$ cat config.mk
export PLATFORM = sky130hd
export DESIGN_NAME = channel_link_backoff_monitor
export DESIGN_NICKNAME = d
export VERILOG_FILES = /design/src/hw/rtl/clbm_pkg.sv /design/src/hw/rtl/clbm_slot_ram.sv /design/src/hw/rtl/clbm_update.sv /design/src/hw/rtl/channel_link_backoff_monitor.sv
export SDC_FILE = /design/constraint.sdc
export NUM_CORES = 1
export LEC_CHECK = 0
export BUFFER_PORTS_ARGS = -buffer_cell sky130_fd_sc_hd__buf_2
export CAP_MARGIN = 10
export CELL_PAD_IN_SITES_DETAIL_PLACEMENT = 2
export CELL_PAD_IN_SITES_GLOBAL_PLACEMENT = 2
export CORE_MARGIN = 2
export CORE_UTILIZATION = 44
export DETAILED_ROUTE_END_ITERATION = 16
export GPL_TIMING_DRIVEN = 0
export PLACE_DENSITY = 0.85
export SETUP_SLACK_MARGIN = 0.05
export SKIP_LAST_GASP = 1
export SYNTH_ARGS = -nofsm -noshare
export SYNTH_HDL_FRONTEND = slang
export SYNTH_SLANG_ARGS = --single-unit
$ cat constraint.sdc
create_clock -name clock -period 5.2 [get_ports clock]
set_input_delay 0 -clock clock [delete_from_list [all_inputs] [get_ports clock]]
set_output_delay 0 -clock clock [all_outputs]
set_load 0.01 [all_outputs]
$ cat src/hw/rtl/clbm_pkg.sv
// types and constants shared by the channel link backoff monitor
// no dependencies; used by every module of the block
package clbm_pkg;

   localparam int CMD_W     = 3;
   localparam int CHAN_W    = 4;
   localparam int LINK_W    = 3;
   localparam int TIME_W    = 32;
   localparam int STATUS_W  = 3;
   localparam int BACKOFF_W = 12;
   localparam int CSR_IDX_W = 2;

   localparam logic [CMD_W-1:0] CMD_INSTALL = 3'd0;
   localparam logic [CMD_W-1:0] CMD_REMOVE  = 3'd1;
   localparam logic [CMD_W-1:0] CMD_OBSERVE = 3'd2;
   localparam logic [CMD_W-1:0] CMD_STOP    = 3'd3;

   localparam logic [LINK_W-1:0] LS_PLAYING    = 3'd0;
   localparam logic [LINK_W-1:0] LS_CONNECTING = 3'd1;
   localparam logic [LINK_W-1:0] LS_NOSIGNAL   = 3'd2;
   localparam logic [LINK_W-1:0] LS_FAIL       = 3'd3;

   localparam logic [STATUS_W-1:0] ST_EMPTY      = 3'd0;
   localparam logic [STATUS_W-1:0] ST_BOUND      = 3'd1;
   localparam logic [STATUS_W-1:0] ST_CONNECTING = 3'd2;
   localparam logic [STATUS_W-1:0] ST_ONLINE     = 3'd3;
   localparam logic [STATUS_W-1:0] ST_NOSIGNAL   = 3'd4;
   localparam logic [STATUS_W-1:0] ST_FAIL       = 3'd5;
   localparam logic [STATUS_W-1:0] ST_DISABLED   = 3'd6;

   localparam logic [CSR_IDX_W-1:0] CSR_BACKOFF_BASE = 2'd0;
   localparam logic [CSR_IDX_W-1:0] CSR_BACKOFF_MAX  = 2'd1;

   localparam logic [BACKOFF_W-1:0] DEFAULT_BASE = 12'd5;
   localparam logic [BACKOFF_W-1:0] DEFAULT_MAX  = 12'd30;

   typedef struct packed {
      logic [CMD_W-1:0]  cmd;
      logic [CHAN_W-1:0] channel;
      logic              enable;
      logic [LINK_W-1:0] link_state;
      logic [TIME_W-1:0] now_seconds;
   } req_type;

   typedef struct packed {
      logic [CHAN_W-1:0]   out_channel;
      logic [STATUS_W-1:0] status;
      logic                notify_online;
      logic                notify_offline;
      logic                restart_request;
      logic                error;
   } rsp_type;

   typedef struct packed {
      logic                 used;
      logic [STATUS_W-1:0]  status;
      logic [BACKOFF_W-1:0] backoff;
      logic [TIME_W-1:0]    retry_time;
      logic                 announced;
   } slot_type;

   typedef enum logic {
      CTL_IDLE,
      CTL_EXEC
   } ctl_state_type;

endpackage

$ cat src/hw/rtl/clbm_slot_ram.sv
// per-channel slot memory, one read and one write port, registered read data
// depends on clbm_pkg; per-entry valid bits make unwritten entries read as zero
module clbm_slot_ram #(
   parameter int DEPTH = 16,
   parameter int IDX_W = 4
) (
   input  logic                clock,
   input  logic                reset,
   input  logic                rd_en,
   input  logic [IDX_W-1:0]    rd_idx,
   output clbm_pkg::slot_type  rd_data,
   input  logic                wr_en,
   input  logic [IDX_W-1:0]    wr_idx,
   input  clbm_pkg::slot_type  wr_data
);

   clbm_pkg::slot_type mem [DEPTH];
   logic [DEPTH-1:0]   vld_ff;
   logic [DEPTH-1:0]   vld_in;
   clbm_pkg::slot_type rd_ff;
   logic               rd_vld_ff;

   always_comb begin
      vld_in = vld_ff;
      if (wr_en) begin
         vld_in[wr_idx] = 1'b1;
      end
   end

   always_ff @(posedge clock) begin
      if (reset) begin
         vld_ff <= '0;
      end else begin
         vld_ff <= vld_in;
      end
   end

   always_ff @(posedge clock) begin
      if (wr_en) begin
         mem[wr_idx] <= wr_data;
      end
   end

   always_ff @(posedge clock) begin
      if (rd_en) begin
         rd_ff     <= mem[rd_idx];
         rd_vld_ff <= vld_ff[rd_idx];
      end
   end

   assign rd_data = rd_vld_ff ? rd_ff : '0;

endmodule

$ cat src/hw/rtl/clbm_update.sv
// next-slot and result logic for one command applied to one slot
// depends on clbm_pkg; purely combinational
module clbm_update (
   input  clbm_pkg::req_type                     req,
   input  logic                                  chan_valid,
   input  clbm_pkg::slot_type                    slot_rd,
   input  logic [clbm_pkg::BACKOFF_W-1:0]        base,
   input  logic [clbm_pkg::BACKOFF_W-1:0]        max_delay,
   output clbm_pkg::slot_type                    slot_wr,
   output clbm_pkg::rsp_type                     rsp
);

   logic                             used;
   logic [clbm_pkg::TIME_W:0]        retry_sum;
   logic [clbm_pkg::BACKOFF_W:0]     doubled;
   logic                             n_on;
   logic                             n_off;
   logic                             restart;
   logic                             err;

   assign used      = chan_valid && slot_rd.used;
   assign retry_sum = {1'b0, req.now_seconds}
                    + {{(clbm_pkg::TIME_W + 1 - clbm_pkg::BACKOFF_W){1'b0}}, slot_rd.backoff};
   assign doubled   = {slot_rd.backoff, 1'b0};

   always_comb begin
      slot_wr = slot_rd;
      n_on    = 1'b0;
      n_off   = 1'b0;
      restart = 1'b0;
      err     = 1'b0;
      case (req.cmd)
         clbm_pkg::CMD_INSTALL: begin
            if (chan_valid) begin
               slot_wr.used       = 1'b1;
               slot_wr.status     = req.enable ? clbm_pkg::ST_BOUND : clbm_pkg::ST_DISABLED;
               slot_wr.backoff    = base;
               slot_wr.retry_time = '0;
               slot_wr.announced  = 1'b0;
            end
         end
         clbm_pkg::CMD_REMOVE: begin
            if (!used) begin
               err = 1'b1;
            end else begin
               n_off   = slot_rd.announced;
               slot_wr = '0;
            end
         end
         clbm_pkg::CMD_OBSERVE: begin
            if (used && slot_rd.status != clbm_pkg::ST_DISABLED) begin
               case (req.link_state)
                  clbm_pkg::LS_PLAYING: begin
                     slot_wr.status  = clbm_pkg::ST_ONLINE;
                     slot_wr.backoff = base;
                     if (!slot_rd.announced) begin
                        slot_wr.announced = 1'b1;
                        n_on              = 1'b1;
                     end
                  end
                  clbm_pkg::LS_CONNECTING: begin
                     slot_wr.status = clbm_pkg::ST_CONNECTING;
                  end
                  clbm_pkg::LS_NOSIGNAL, clbm_pkg::LS_FAIL: begin
                     slot_wr.status = (req.link_state == clbm_pkg::LS_NOSIGNAL)
                                    ? clbm_pkg::ST_NOSIGNAL : clbm_pkg::ST_FAIL;
                     if (slot_rd.announced) begin
                        slot_wr.announced = 1'b0;
                        n_off             = 1'b1;
                     end
                     if (req.now_seconds >= slot_rd.retry_time) begin
                        restart = 1'b1;
                        // saturate the retry time on overflow
                        slot_wr.retry_time = retry_sum[clbm_pkg::TIME_W]
                                           ? '1 : retry_sum[clbm_pkg::TIME_W-1:0];
                        slot_wr.backoff = (doubled > {1'b0, max_delay})
                                        ? max_delay : doubled[clbm_pkg::BACKOFF_W-1:0];
                     end
                  end
                  default: begin
                  end
               endcase
            end
         end
         clbm_pkg::CMD_STOP: begin
            if (used) begin
               slot_wr.status = clbm_pkg::ST_BOUND;
            end
         end
         default: begin
         end
      endcase
   end

   always_comb begin
      rsp                 = '0;
      rsp.out_channel     = req.channel;
      rsp.status          = (chan_valid && slot_wr.used) ? slot_wr.status : clbm_pkg::ST_EMPTY;
      rsp.notify_online   = n_on;
      rsp.notify_offline  = n_off;
      rsp.restart_request = restart;
      rsp.error           = err;
   end

endmodule

$ cat src/hw/rtl/channel_link_backoff_monitor.sv
// top level of the channel link backoff monitor: control, config registers
// depends on clbm_pkg, clbm_slot_ram and clbm_update
//
//   port group   dir   handshake            contents
//   req_*        in    req_valid/req_ready  clbm_pkg::req_type transaction
//   rsp_*        out   rsp_valid/rsp_ready  clbm_pkg::rsp_type transaction
//   csr_*        in    csr_wr_en            register index and 12-bit data
//
// in each transaction the slot memory read issued at accept is registered in the slot memory,
// then the updated slot is written back and the result registered.
// one transaction is in flight at a time; a waiting result does not block accept.
// a stalled result holds the block in its update state until rsp_ready.
// reset is synchronous; valid bits clear the whole slot table at once.
module channel_link_backoff_monitor #(
   parameter int CHANNELS = 16
) (
   input  logic                              clock,
   input  logic                              reset,
   input  logic                              req_valid,
   output logic                              req_ready,
   input  clbm_pkg::req_type                 req_data,
   output logic                              rsp_valid,
   input  logic                              rsp_ready,
   output clbm_pkg::rsp_type                 rsp_data,
   input  logic                              csr_wr_en,
   input  logic [clbm_pkg::CSR_IDX_W-1:0]    csr_index,
   input  logic [clbm_pkg::BACKOFF_W-1:0]    csr_wdata
);

   localparam int IDX_W   = (CHANNELS > 1) ? $clog2(CHANNELS) : 1;
   localparam int CHEXT_W = 9;

   clbm_pkg::ctl_state_type           state_ff, state_in;
   clbm_pkg::req_type                 req_ff;
   logic                              chan_valid_ff;
   logic                              rsp_valid_ff, rsp_valid_in;
   clbm_pkg::rsp_type                 rsp_data_ff;
   logic [clbm_pkg::BACKOFF_W-1:0]    base_ff, max_ff;
   logic [clbm_pkg::BACKOFF_W-1:0]    base_eff, max_eff;
   logic [CHEXT_W-1:0]                chan_ext, chan_ext_q;
   logic                              accept;
   logic                              exec_done;
   clbm_pkg::slot_type                slot_rd, slot_wr;
   clbm_pkg::rsp_type                 rsp_next;

   assign chan_ext   = {{(CHEXT_W - clbm_pkg::CHAN_W){1'b0}}, req_data.channel};
   assign chan_ext_q = {{(CHEXT_W - clbm_pkg::CHAN_W){1'b0}}, req_ff.channel};
   assign req_ready  = (state_ff == clbm_pkg::CTL_IDLE);
   assign accept     = req_valid && req_ready;
   assign exec_done  = (state_ff == clbm_pkg::CTL_EXEC) && (!rsp_valid_ff || rsp_ready);

   // a zero register falls back to its default
   assign base_eff = (base_ff == '0) ? clbm_pkg::DEFAULT_BASE : base_ff;
   assign max_eff  = (max_ff == '0) ? clbm_pkg::DEFAULT_MAX : max_ff;

   always_ff @(posedge clock) begin
      if (reset) begin
         base_ff <= clbm_pkg::DEFAULT_BASE;
         max_ff  <= clbm_pkg::DEFAULT_MAX;
      end else if (csr_wr_en) begin
         if (csr_index == clbm_pkg::CSR_BACKOFF_BASE) begin
            base_ff <= csr_wdata;
         end
         if (csr_index == clbm_pkg::CSR_BACKOFF_MAX) begin
            max_ff <= csr_wdata;
         end
      end
   end

   always_comb begin
      state_in     = state_ff;
      rsp_valid_in = rsp_valid_ff && !rsp_ready;
      case (state_ff)
         clbm_pkg::CTL_IDLE: begin
            if (accept) begin
               state_in = clbm_pkg::CTL_EXEC;
            end
         end
         clbm_pkg::CTL_EXEC: begin
            if (exec_done) begin
               state_in     = clbm_pkg::CTL_IDLE;
               rsp_valid_in = 1'b1;
            end
         end
         default: begin
            state_in = clbm_pkg::CTL_IDLE;
         end
      endcase
   end

   always_ff @(posedge clock) begin
      if (reset) begin
         state_ff     <= clbm_pkg::CTL_IDLE;
         rsp_valid_ff <= 1'b0;
      end else begin
         state_ff     <= state_in;
         rsp_valid_ff <= rsp_valid_in;
      end
   end

   always_ff @(posedge clock) begin
      if (accept) begin
         req_ff        <= req_data;
         chan_valid_ff <= (chan_ext < CHEXT_W'(CHANNELS));
      end
      if (exec_done) begin
         rsp_data_ff <= rsp_next;
      end
   end

   clbm_slot_ram #(
      .DEPTH (CHANNELS),
      .IDX_W (IDX_W)
   ) u_slot_ram (
      .clock   (clock),
      .reset   (reset),
      .rd_en   (accept),
      .rd_idx  (chan_ext[IDX_W-1:0]),
      .rd_data (slot_rd),
      .wr_en   (exec_done && chan_valid_ff),
      .wr_idx  (chan_ext_q[IDX_W-1:0]),
      .wr_data (slot_wr)
   );

   clbm_update u_update (
      .req        (req_ff),
      .chan_valid (chan_valid_ff),
      .slot_rd    (slot_rd),
      .base       (base_eff),
      .max_delay  (max_eff),
      .slot_wr    (slot_wr),
      .rsp        (rsp_next)
   );

   assign rsp_valid = rsp_valid_ff;
   assign rsp_data  = rsp_data_ff;

   // a new result appears only after a transaction finished its update cycle
   a_rsp_from_exec: assert property (@(posedge clock) disable iff (reset)
      $rose(rsp_valid_ff) |-> $past(state_ff == clbm_pkg::CTL_EXEC))
      else $error("result raised without an update cycle");

   // accepted transaction always moves to the update cycle
   a_accept_to_exec: assert property (@(posedge clock) disable iff (reset)
      accept |=> state_ff == clbm_pkg::CTL_EXEC)
      else $error("accepted transaction did not reach update");

   // restart only reported for nosignal or fail
   a_restart_status: assert property (@(posedge clock) disable iff (reset)
      rsp_valid_ff && rsp_data_ff.restart_request |->
         rsp_data_ff.status == clbm_pkg::ST_NOSIGNAL || rsp_data_ff.status == clbm_pkg::ST_FAIL)
      else $error("restart with wrong status");

   // online notification implies online status
   a_online_status: assert property (@(posedge clock) disable iff (reset)
      rsp_valid_ff && rsp_data_ff.notify_online |-> rsp_data_ff.status == clbm_pkg::ST_ONLINE)
      else $error("online notify without online status");

   // an error result never carries a notification
   a_error_alone: assert property (@(posedge clock) disable iff (reset)
      rsp_valid_ff && rsp_data_ff.error |->
         !rsp_data_ff.notify_offline && !rsp_data_ff.notify_online)
      else $error("error result with notification");

endmodule
== Yosys cells after proc, flatten, opt, wreduce, memory -nomap -nowiden ==
Memories as Yosys holds them, arrays and structs flattened. A register that Yosys moved wholly into a read port is not among the register bits.
Index checks and enable logic that the tools add are counted.

* Add/subtract/negate cells: 1
* Bitwise gates (word level): 2
* Equal/unequal tests: 8
* Mux-type cells: 38
* Reductions and logical operators: 21
* Magnitude comparators: 6

{| class="wikitable"
|+ Operators by type and width
! operator !! count
|-
| 49-bit 2-to-1 mux || 3
|-
| 45-bit case mux with 3 select lines || 1
|-
| 32-bit 2-to-1 mux || 2
|-
| 48-bit 2-to-1 mux || 1
|-
| 44-bit 2-to-1 mux || 1
|-
| 12-bit 2-to-1 mux || 3
|-
| 32-bit by 12-bit adder with 33-bit output || 1
|-
| 32-bit greater-or-equal comparator || 1
|-
| 12-bit logical NOT || 2
|-
| 12-bit case mux with 2 select lines || 1
|-
| 1-bit 2-to-1 mux || 16
|-
| 16-bit bitwise OR || 1
|-
| 4-bit by 5-bit < comparator with 1-bit output, second input constant || 3
|-
| 13-bit by 12-bit > comparator with 1-bit output || 1
|-
| 3-bit by 2-bit equality test with 1-bit output, second input constant || 4
|-
| 3-bit case mux with 4 select lines || 1
|-
| 3-bit case mux with 3 select lines || 1
|-
| 1-bit logical AND || 8
|-
| 1-bit case mux with 2 select lines || 4
|-
| 3-bit by 1-bit equality test with 1-bit output, second input constant || 2
|-
| 3-bit logical NOT || 2
|-
| 3-bit 2-to-1 mux || 2
|-
| 3-bit AND reduction || 2
|-
| 1-bit binary-select mux with 4-bit select || 1
|-
| other kinds (10) || 12
|}

* Memory bits (writable): 784
* Memories kept: 1
* Output and inout port bits: 13
* Word-level logic and storage cells: 95
* Register bits: 98
* Bits of input ports: 62

{| class="wikitable"
|+ Memory list
! name !! depth !! bits a word !! read ports !! clocked after memory_dff !! wr ports !! RTL line !! source
|-
| u_slot_ram.mem || 16 || 49 || 1 || 1 || 1 || clbm_slot_ram.sv:17 || <nowiki>clbm_pkg::slot_type mem [DEPTH];</nowiki>
|}

== Longest topological paths before layout ==
Gate-level depths: netlist of the first run.

* Word-level depth: 8
* Mapped depth: 15
* Depth with buffers taken out: 12

== Cells and area by module ==
From an unflattened synthesis of the first run, not the netlist that was laid out.

* Cell total of the unflattened synthesis: 2165
* Area total of the unflattened synthesis: 38200.4 um2

{| class="wikitable"
|+ By module, submodules not included
! module !! area an instance (um2) !! seq. area each (um2) !! instances !! cells each
|-
| clbm_slot_ram || 31779.2 || 25364.3 || 1 || 1391
|-
| clbm_update || 3697.3 || 0.0 || 1 || 571
|-
| channel_link_backoff_monitor || 2723.9 || 2142.1 || 1 || 203
|}

== Worst setup path before layout of the first run ==
OpenSTA, ideal clock, no wires.

* Path kind: flip-flop to flip-flop
* From: register rsp_valid_ff (netlist: rsp_valid)
* To: memory u_slot_ram.mem[0][0] (netlist name) (enable)
* Required time: 4.682 ns
* Setup time: 0.518 ns
* Period minus slack after synthesis: 5.424 ns
* Arrival: 4.906 ns
* Setup slack: -0.224 ns
* Cell stages (with the launch flop): 6
* Path buffers: 1
* Cells stage by stage: dfxtp_1 nand2b_1 and2_1 clkbuf_1 or3b_2 nor3_1

* Cells in the longest elaborated chain, start to end: 6

{| class="wikitable"
|+ Ends and longest elaborated chain
! item !! RTL line !! source
|-
| from (decl) || channel_link_backoff_monitor.sv:36 || <nowiki>logic rsp_valid_ff, rsp_valid_in;</nowiki>
|-
| from (signal assigned) || channel_link_backoff_monitor.sv:97 || <nowiki>rsp_valid_ff <= rsp_valid_in;</nowiki>
|-
| 1-bit logical NOT || channel_link_backoff_monitor.sv:50 || <nowiki>assign exec_done = (state_ff == clbm_pkg::CTL_EXEC) && (!rsp_valid_ff || rsp_ready);</nowiki>
|-
| 1-bit logical OR || channel_link_backoff_monitor.sv:50 ||
|-
| 1-bit logical AND || channel_link_backoff_monitor.sv:50 ||
|-
| named net exec_done || channel_link_backoff_monitor.sv:42 || <nowiki>logic exec_done;</nowiki>
|-
| 1-bit logical AND || channel_link_backoff_monitor.sv:120 || <nowiki>.wr_en (exec_done && chan_valid_ff),</nowiki>
|-
| 1-bit 2-to-1 mux || clbm_slot_ram.sv:39 || <nowiki>if (wr_en) begin</nowiki>
|-
| 1-bit 2-to-1 mux (implied by the code) || clbm_slot_ram.sv:40 || <nowiki>mem[wr_idx] <= wr_data;</nowiki>
|-
| to (decl) || clbm_slot_ram.sv:17 ||
|}

The timed path passes the listed nets, and every way through them passes these cells.

==> results of run 1 <==
how the worst min path moves through the flow:
stage,depth (start not counted),slack (ps),endpoint,from
after global placement,1,180,req_ff[25],req_data[25]
final,2,20,req_ff[13],req_data[13]
after detailed placement,1,180,req_ff[23],req_data[23]
after floorplan,0,100,chan_ext_q[0],req_data[36]
after CTS,2,3,req_ff[26],req_data[26]
after global routing,2,20,req_ff[13],req_data[13]
cell type report:
class | instances | share of cell area (%)
sequential | 930 | 60.4
multi-input combinational | 912 | 22.7
timing repair buffer | 251 | 5.89
clock buffer | 108 | 5.37
tap | 1144 | 3.14
clock inverter | 68 | 1.47
buffer | 90 | 0.848
inverter | 23 | 0.198
antenna | 7 | 0.0384
per-layer routing:
| layer | track usage (%) | vias to the layer above |
|---|---|---|
| met5 | 0.271 | - |
| met4 | 20.7 | 6 |
| met3 | 7.56 | 712 |
| met2 | 56.7 | 2200 |
| met1 | 43.2 | 12900 |
| li1 | - | 8780 |
registers in the layout, indices dropped and copies added, names as in the netlist:
| signal | flops |
|---|---|
| u_slot_ram.rd_vld_ff | 1 |
| rsp_valid | 1 |
| base_ff | 12 |
| max_ff | 12 |
| u_slot_ram.rd_ff | 49 |
| chan_ext_q | 4 |
| state_ff | 1 |
| req_ff | 39 |
| u_slot_ram.vld_ff | 16 |
| u_slot_ram.mem | 784 |
| rsp_data | 11 |
layout by cell type (no fill, tap or decap), types with 26 or more instances in the layout:
cell,instances
a21oi_1,71
buf_12,27
buf_2,84
buf_6,26
clkbuf_1,71
clkbuf_16,96
dfxtp_1,42
dlygate4sd3_1,80
edfxtp_1,888
ha_1,55
mux4_2,250
nand2_1,128
nor2_1,78
o21ai_0,37
where the power goes:
group	internal [W]	switching (W)
combinational	0.000525	0.000964
sequential	0.00838	0.000133
clock	0.00387	0.00335
cells by family (layout without fill, tap and decap cells):
family	after synthesis	count (layout)	share of synthesized area, %
AOI/OAI and AO/OA	236	236	4.12
xor gates and xnor gates	16	16	0.372
adders and majority gates	56	56	1.88
buffers and inverters	114	540	1.20
DFF	930	930	73.0
muxes	261	261	15.2
other	0	7	0
and+or+nand+nor	343	343	4.24
per-stage QoR:
stage	util, %	hold WS (ps)	power [W]
floorplan	-	98.9	0.00928
global placement	46.5	176	0.00968
detailed placement	48.0	179	0.00986
CTS	53.1	3.44	0.0170
global route	53.6	21.2	0.0175
finish	53.6	21.3	0.0172
critical path, stage by stage, from the launching register on:
cell       delay, ps
edfxtp_1         380
clkbuf_2         400
clkbuf_4         370
buf_4            320
nand2_1          170
ha_1             380
and2_1           220
o2111ai_1        170
o21ai_2          340
a31oi_1          240
o31ai_4          400
nand2_1          370
a21oi_4          370
buf_2            550
o32ai_4          210
buf_2            240
timing repair:
action	in CTS	in global routing
pin swaps	5	5
setup buffers	9	7
hold endpoints to repair	98	0
hold buffers	80	0
resized for setup	65	25
setup endpoints to repair	705	595
==> impl_metrics.yaml, run 1 <==
floorplan:
  pin_count: 75
  rows: 107
  core_area_um2: 85000
  die_w_um: 297
  die_area_um2: 88000
  start_util_pct: 44.4
  die_y_um: 297
route:
  vias: 24600
  drtPass1Iterations: 5
  wl_met2_um: 76100
  drt_iter0_drc: 3733
  met1Wirelength_um: 55800
  drc: 0
  top_layer_used: "met5"
  routed-wl-met3_um: 16700
  postRouteAntennaNets: 0
  wirelength_um: 161000
  vias_per_cell: 6.95
  routedWlPerCell_um: 45.5
logic_synthesis:
  synth_seq_cells: 930
  synth-seq-area-share_pct: 73.0
  synth_nets: 2074
  ys_top_cells_by_area: "edfxtp_1, mux4_2, dfxtp_1"
  ys_async_sr_fraction_pct: 0
  syn_inst: 1956
  synth_edf_count: 888
  synth_cell_type_count: 70
  synth_top_area_share_pct: 70.7
  synth_flop_cell: "edfxtp_1"
  syn_area_per_cell_um2: 19.3
  netlist_area_um2: 37700
  yosysMostFrequentCell: "edfxtp_1"
  synth_common_cells: "edfxtp_1, mux4_2, nand2_1, nor2_1, a21oi_1"
  yosysWarnings: 0
  netlist.top_cell.by_area: "edfxtp_1"
clocking:
  root_buffer: "clkbuf_16"
  clock_latency_ps: 710
  cts_buffers: 96
  cts_tree: "built"
  cts_buffer_depth: 3
  clk_pin_slew_ps: 80
  htreeDepth: 3
  cts_sinks: 930
sta:
  fmax_mhz: 184
  min_period_ps: 5440
  maxSlewHeadroom_pct: 16.9
  fin_tns_setup_ps: -52140
  rsz0062_at_grt: "yes"
  finalCritPeriodShare_pct: 105
  hold_viol: 0
  setup_ws_ps: -244
  setup_violations: 465
  finalClockSkew_ps: 49.5
  drv_slew: 0
  worstMarginPinSlew_ps: 1250
place:
  port_buffers: 74
  pre_cts_ws_ps: -2740
  gp_congestion: 0.898
  dp_cells: 3242
  dp_hpwl_um: 92900
  post_dp_cell_area_um2: 40800
cells_and_area:
  ff_latch_area_um2: 27500
  multi_input_area_um2: 10300
  final_cells: 3533
  nNetsFinal: 2422
  layout-drive-gt1-share_pct: 27.8
  fillers: 7250
  finalInstanceArea_um2: 45600
  area_growth_pct: 20.9
grt:
  grt_pass1_wl_um: 213000
  grt_max_degree: 31
  antenna_found_initial: 8
  grt_pass1_vias: 25900
  overflow: 0
  grt_use_total_pct: 34.9
worst_setup_path:
  crit_path_end_kind: "flop"
  reg2reg_from: "u_slot_ram.rd_vld_ff"
  worstPathArrival_ps: 5860
  cp_max_fo: 10
  crit_required_ps: 5620
  start_kind: "flop"
  worstSetupEndpoint: "u_slot_ram.mem[4][18]"
  r2r_slack_ps: -240
  crit_start: "u_slot_ram.rd_vld_ff"
  rr_worst_depth: 15
  path_class: "reg2reg"
  reg2reg_to: "u_slot_ram.mem[4][18]"
run_status:
  violations: "negative setup slack"
  status: "finished with violations"
run:
  cap_violations: 0
worst_hold_path:
  hp-class: "in2reg"
power:
  power.density_nw_per_um2: 378
  power.leakage_nw: 14.9
  ir_worst_vdd_v: 0.000319
Power figures use the tool's default switching activity.
==> run 2: changes to the inputs <==
--- a/config.mk
+++ b/config.mk
@@ -7,10 +7,8 @@
 export LEC_CHECK = 0
 export BUFFER_PORTS_ARGS = -buffer_cell sky130_fd_sc_hd__buf_2
 export CAP_MARGIN = 10
-export CELL_PAD_IN_SITES_DETAIL_PLACEMENT = 2
-export CELL_PAD_IN_SITES_GLOBAL_PLACEMENT = 2
 export CORE_MARGIN = 2
-export CORE_UTILIZATION = 44
+export CORE_UTILIZATION = 56
 export DETAILED_ROUTE_END_ITERATION = 16
 export GPL_TIMING_DRIVEN = 0
 export PLACE_DENSITY = 0.85
==> impl_metrics.yaml, run 2 (synthesis results as in run 1) <==
power:
  power.leakage_nw: 14.5
  ir_worst_vdd_v: 0.000384
  power.density_nw_per_um2: 358
sta:
  fin_hold_ws_ps: 67.9
  setup_violations: 0
  fmax_mhz: 201
  worstMarginPinSlew_ps: 1200
  drv_slew: 0
  rsz0062_at_grt: "no"
  min_period_ps: 4970
  finalCritPeriodShare_pct: 95.6
  hold_viol: 0
  setup_ws_ps: 227
  maxSlewHeadroom_pct: 20.3
  finalClockSkew_ps: 22.9
grt:
  overflow: 0
  antenna_found_initial: 2
  grt_max_degree: 27
  grt_pass1_wl_um: 151000
  grt_use_total_pct: 30.7
  grt_pass1_vias: 22300
worst_setup_path:
  crit_path_end_kind: "flop"
  reg2reg_to: "u_slot_ram.mem[5][27]"
  crit_top_cell: "clkbuf_2"
  reg2reg_from: "u_slot_ram.rd_vld_ff"
  path_cells: "clkbuf_2 > clkbuf_2 > clkbuf_4 > nand2_1 > ha_1 > and2_1 > o2111ai_1 > o21ai_0 > a31oi_1 > o31ai_4 > clkbuf_2 > nand3_1 > clkbuf_4 > o32ai_4 > buf_2"
  rr_worst_depth: 15
  critPathTopFamily: "buffers and inverters"
  crit_start: "u_slot_ram.rd_vld_ff"
  slowest_delay_ps: 450
  r2r_slack_ps: 230
  crit_cells: 15
  worstPathArrival_ps: 5430
  crit_slowest_cell: "o32ai_4"
  crit_required_ps: 5660
  worstSetupEndpoint: "u_slot_ram.mem[5][27]"
  cp_max_fo: 12
  path_class: "reg2reg"
  start_kind: "flop"
  timing.critical_path.buf_inv: 6
place:
  dp_hpwl_um: 64800
  port_buffers: 74
  post_dp_cell_area_um2: 40300
  pre_cts_ws_ps: -1320
  gp_congestion: 0.955
  dp_cells: 2963
floorplan:
  die_area_um2: 69400
  core_area_um2: 66900
  die_w_um: 263
  start_util_pct: 56.3
  die_y_um: 263
  rows: 95
  pin_count: 75
clocking:
  clk_pin_slew_ps: 60
  root_buffer: "clkbuf_16"
  clock_latency_ps: 650
  cts_buffers: 88
  cts_sinks: 930
  cts_tree: "built"
  htreeDepth: 3
  cts_buffer_depth: 3
route:
  drt_iter0_drc: 3121
  wirelength_um: 106000
  vias_per_cell: 6.88
  drc: 0
  postRouteAntennaNets: 0
  drtPass1Iterations: 6
  routedWlPerCell_um: 33.1
  vias: 22000
cells_and_area:
  fin_util_pct: 66.0
  fillers: 4140
  final_cell_mix: "edfxtp_1, mux4_2, nand2_1"
  largest_reg_flops: 784
  regMostFlops: "u_slot_ram.mem"
  nNetsFinal: 2379
  final_cells: 3199
  layout-drive-gt1-share_pct: 26.0
  diodes: 0
  biggestRegsByFlops: "u_slot_ram.mem (784), u_slot_ram.rd_ff (49), req_ff (39)"
  finalInstanceArea_um2: 44200
  layout_commonest_cell: "edfxtp_1"
  area_growth_pct: 17.1
worst_hold_path:
  hp-class: "in2reg"
run:
  cap_violations: 0
run_status:
  status: "finished, final reports clean"
run 2: changes by cell type in the layout (fill, tap and decap cells not counted), moves of 4 or more:
cell,before,now
buf_16,14,6
buf_4,19,11
buf_6,26,19
buf_8,12,4
bufinv_16,9,4
clkbuf_16,96,89
clkinv_2,22,18
clkinvlp_4,9,0
diode_2,7,0
dlygate4sd3_1,80,72
inv_6,1,6
o21ai_0,37,42
o22ai_2,1,9
o22ai_4,10,2
run 2: worst min path at each step:
stage	start	endpoint	slack [ps]	cells past startpoint
floorplan	req_data[36]	chan_ext_q[0]	100	0
global placement	req_data[35]	req_ff[35]	180	1
detailed placement	req_data[3]	req_ff[3]	180	1
CTS	req_data[33]	req_ff[33]	30	2
global route	req_data[38]	chan_ext_q[2]	60	2
finish	req_data[33]	req_ff[33]	70	2
run 2: where the power goes:
group | internal (W) | switching (W)
Clock | 0.00334 | 0.00276
Sequential | 0.00838 | 0.0000984
Combinational | 0.000484 | 0.000739
Total | 0.0122 | 0.00360
run 2: stage by stage:
step	setup TNS [ps]	total power [W]
after global placement	-2618240	0.00964
after detailed placement	-548540	0.00972
final	0	0.0158
after global routing	0	0.0162
after floorplan	0	0.00928
after CTS	0	0.0158
run 2: area by class of cell:
type                    instances  area [um2]  share of cell area (%)
plain buffers                  90         380                   0.861
clock buffers                 100        2270                    5.14
clock inverters                55         412                   0.932
inverters                      23        86.3                   0.196
multi-input cells             912       10200                    23.2
flip-flops and latches        930       27500                    62.3
well taps                     873        1090                    2.47
repair buffers                216        2180                    4.93
run 2: repair_timing:
action	in CTS	in global routing
endpoints found under the setup margin	705	602
endpoints found under the hold margin	94	0
resized for setup	46	8
cloned	0	0
pin swaps	2	3
hold buffers	72	0
setup buffers	2	7
run 2: worst register-to-register path, cell delays in order (launching register included):
cell and delay [ps]:
edfxtp_1 430, clkbuf_2 290, clkbuf_2 330, clkbuf_4 350, nand2_1 170, ha_1 330
and2_1 150, o2111ai_1 110, o21ai_0 350, a31oi_1 230, o31ai_4 390, clkbuf_2 340
nand3_1 190, clkbuf_4 350, o32ai_4 460, buf_2 310
run 2: per-layer routing:
layer	GRT usage [%]	vias up	part of all wire, %
li1	-	8670	-
met1	40.3	11100	34
met2	49.0	1792	48
met3	6.46	400	11
met4	16.3	2	6.1
met5	0	-	0.012
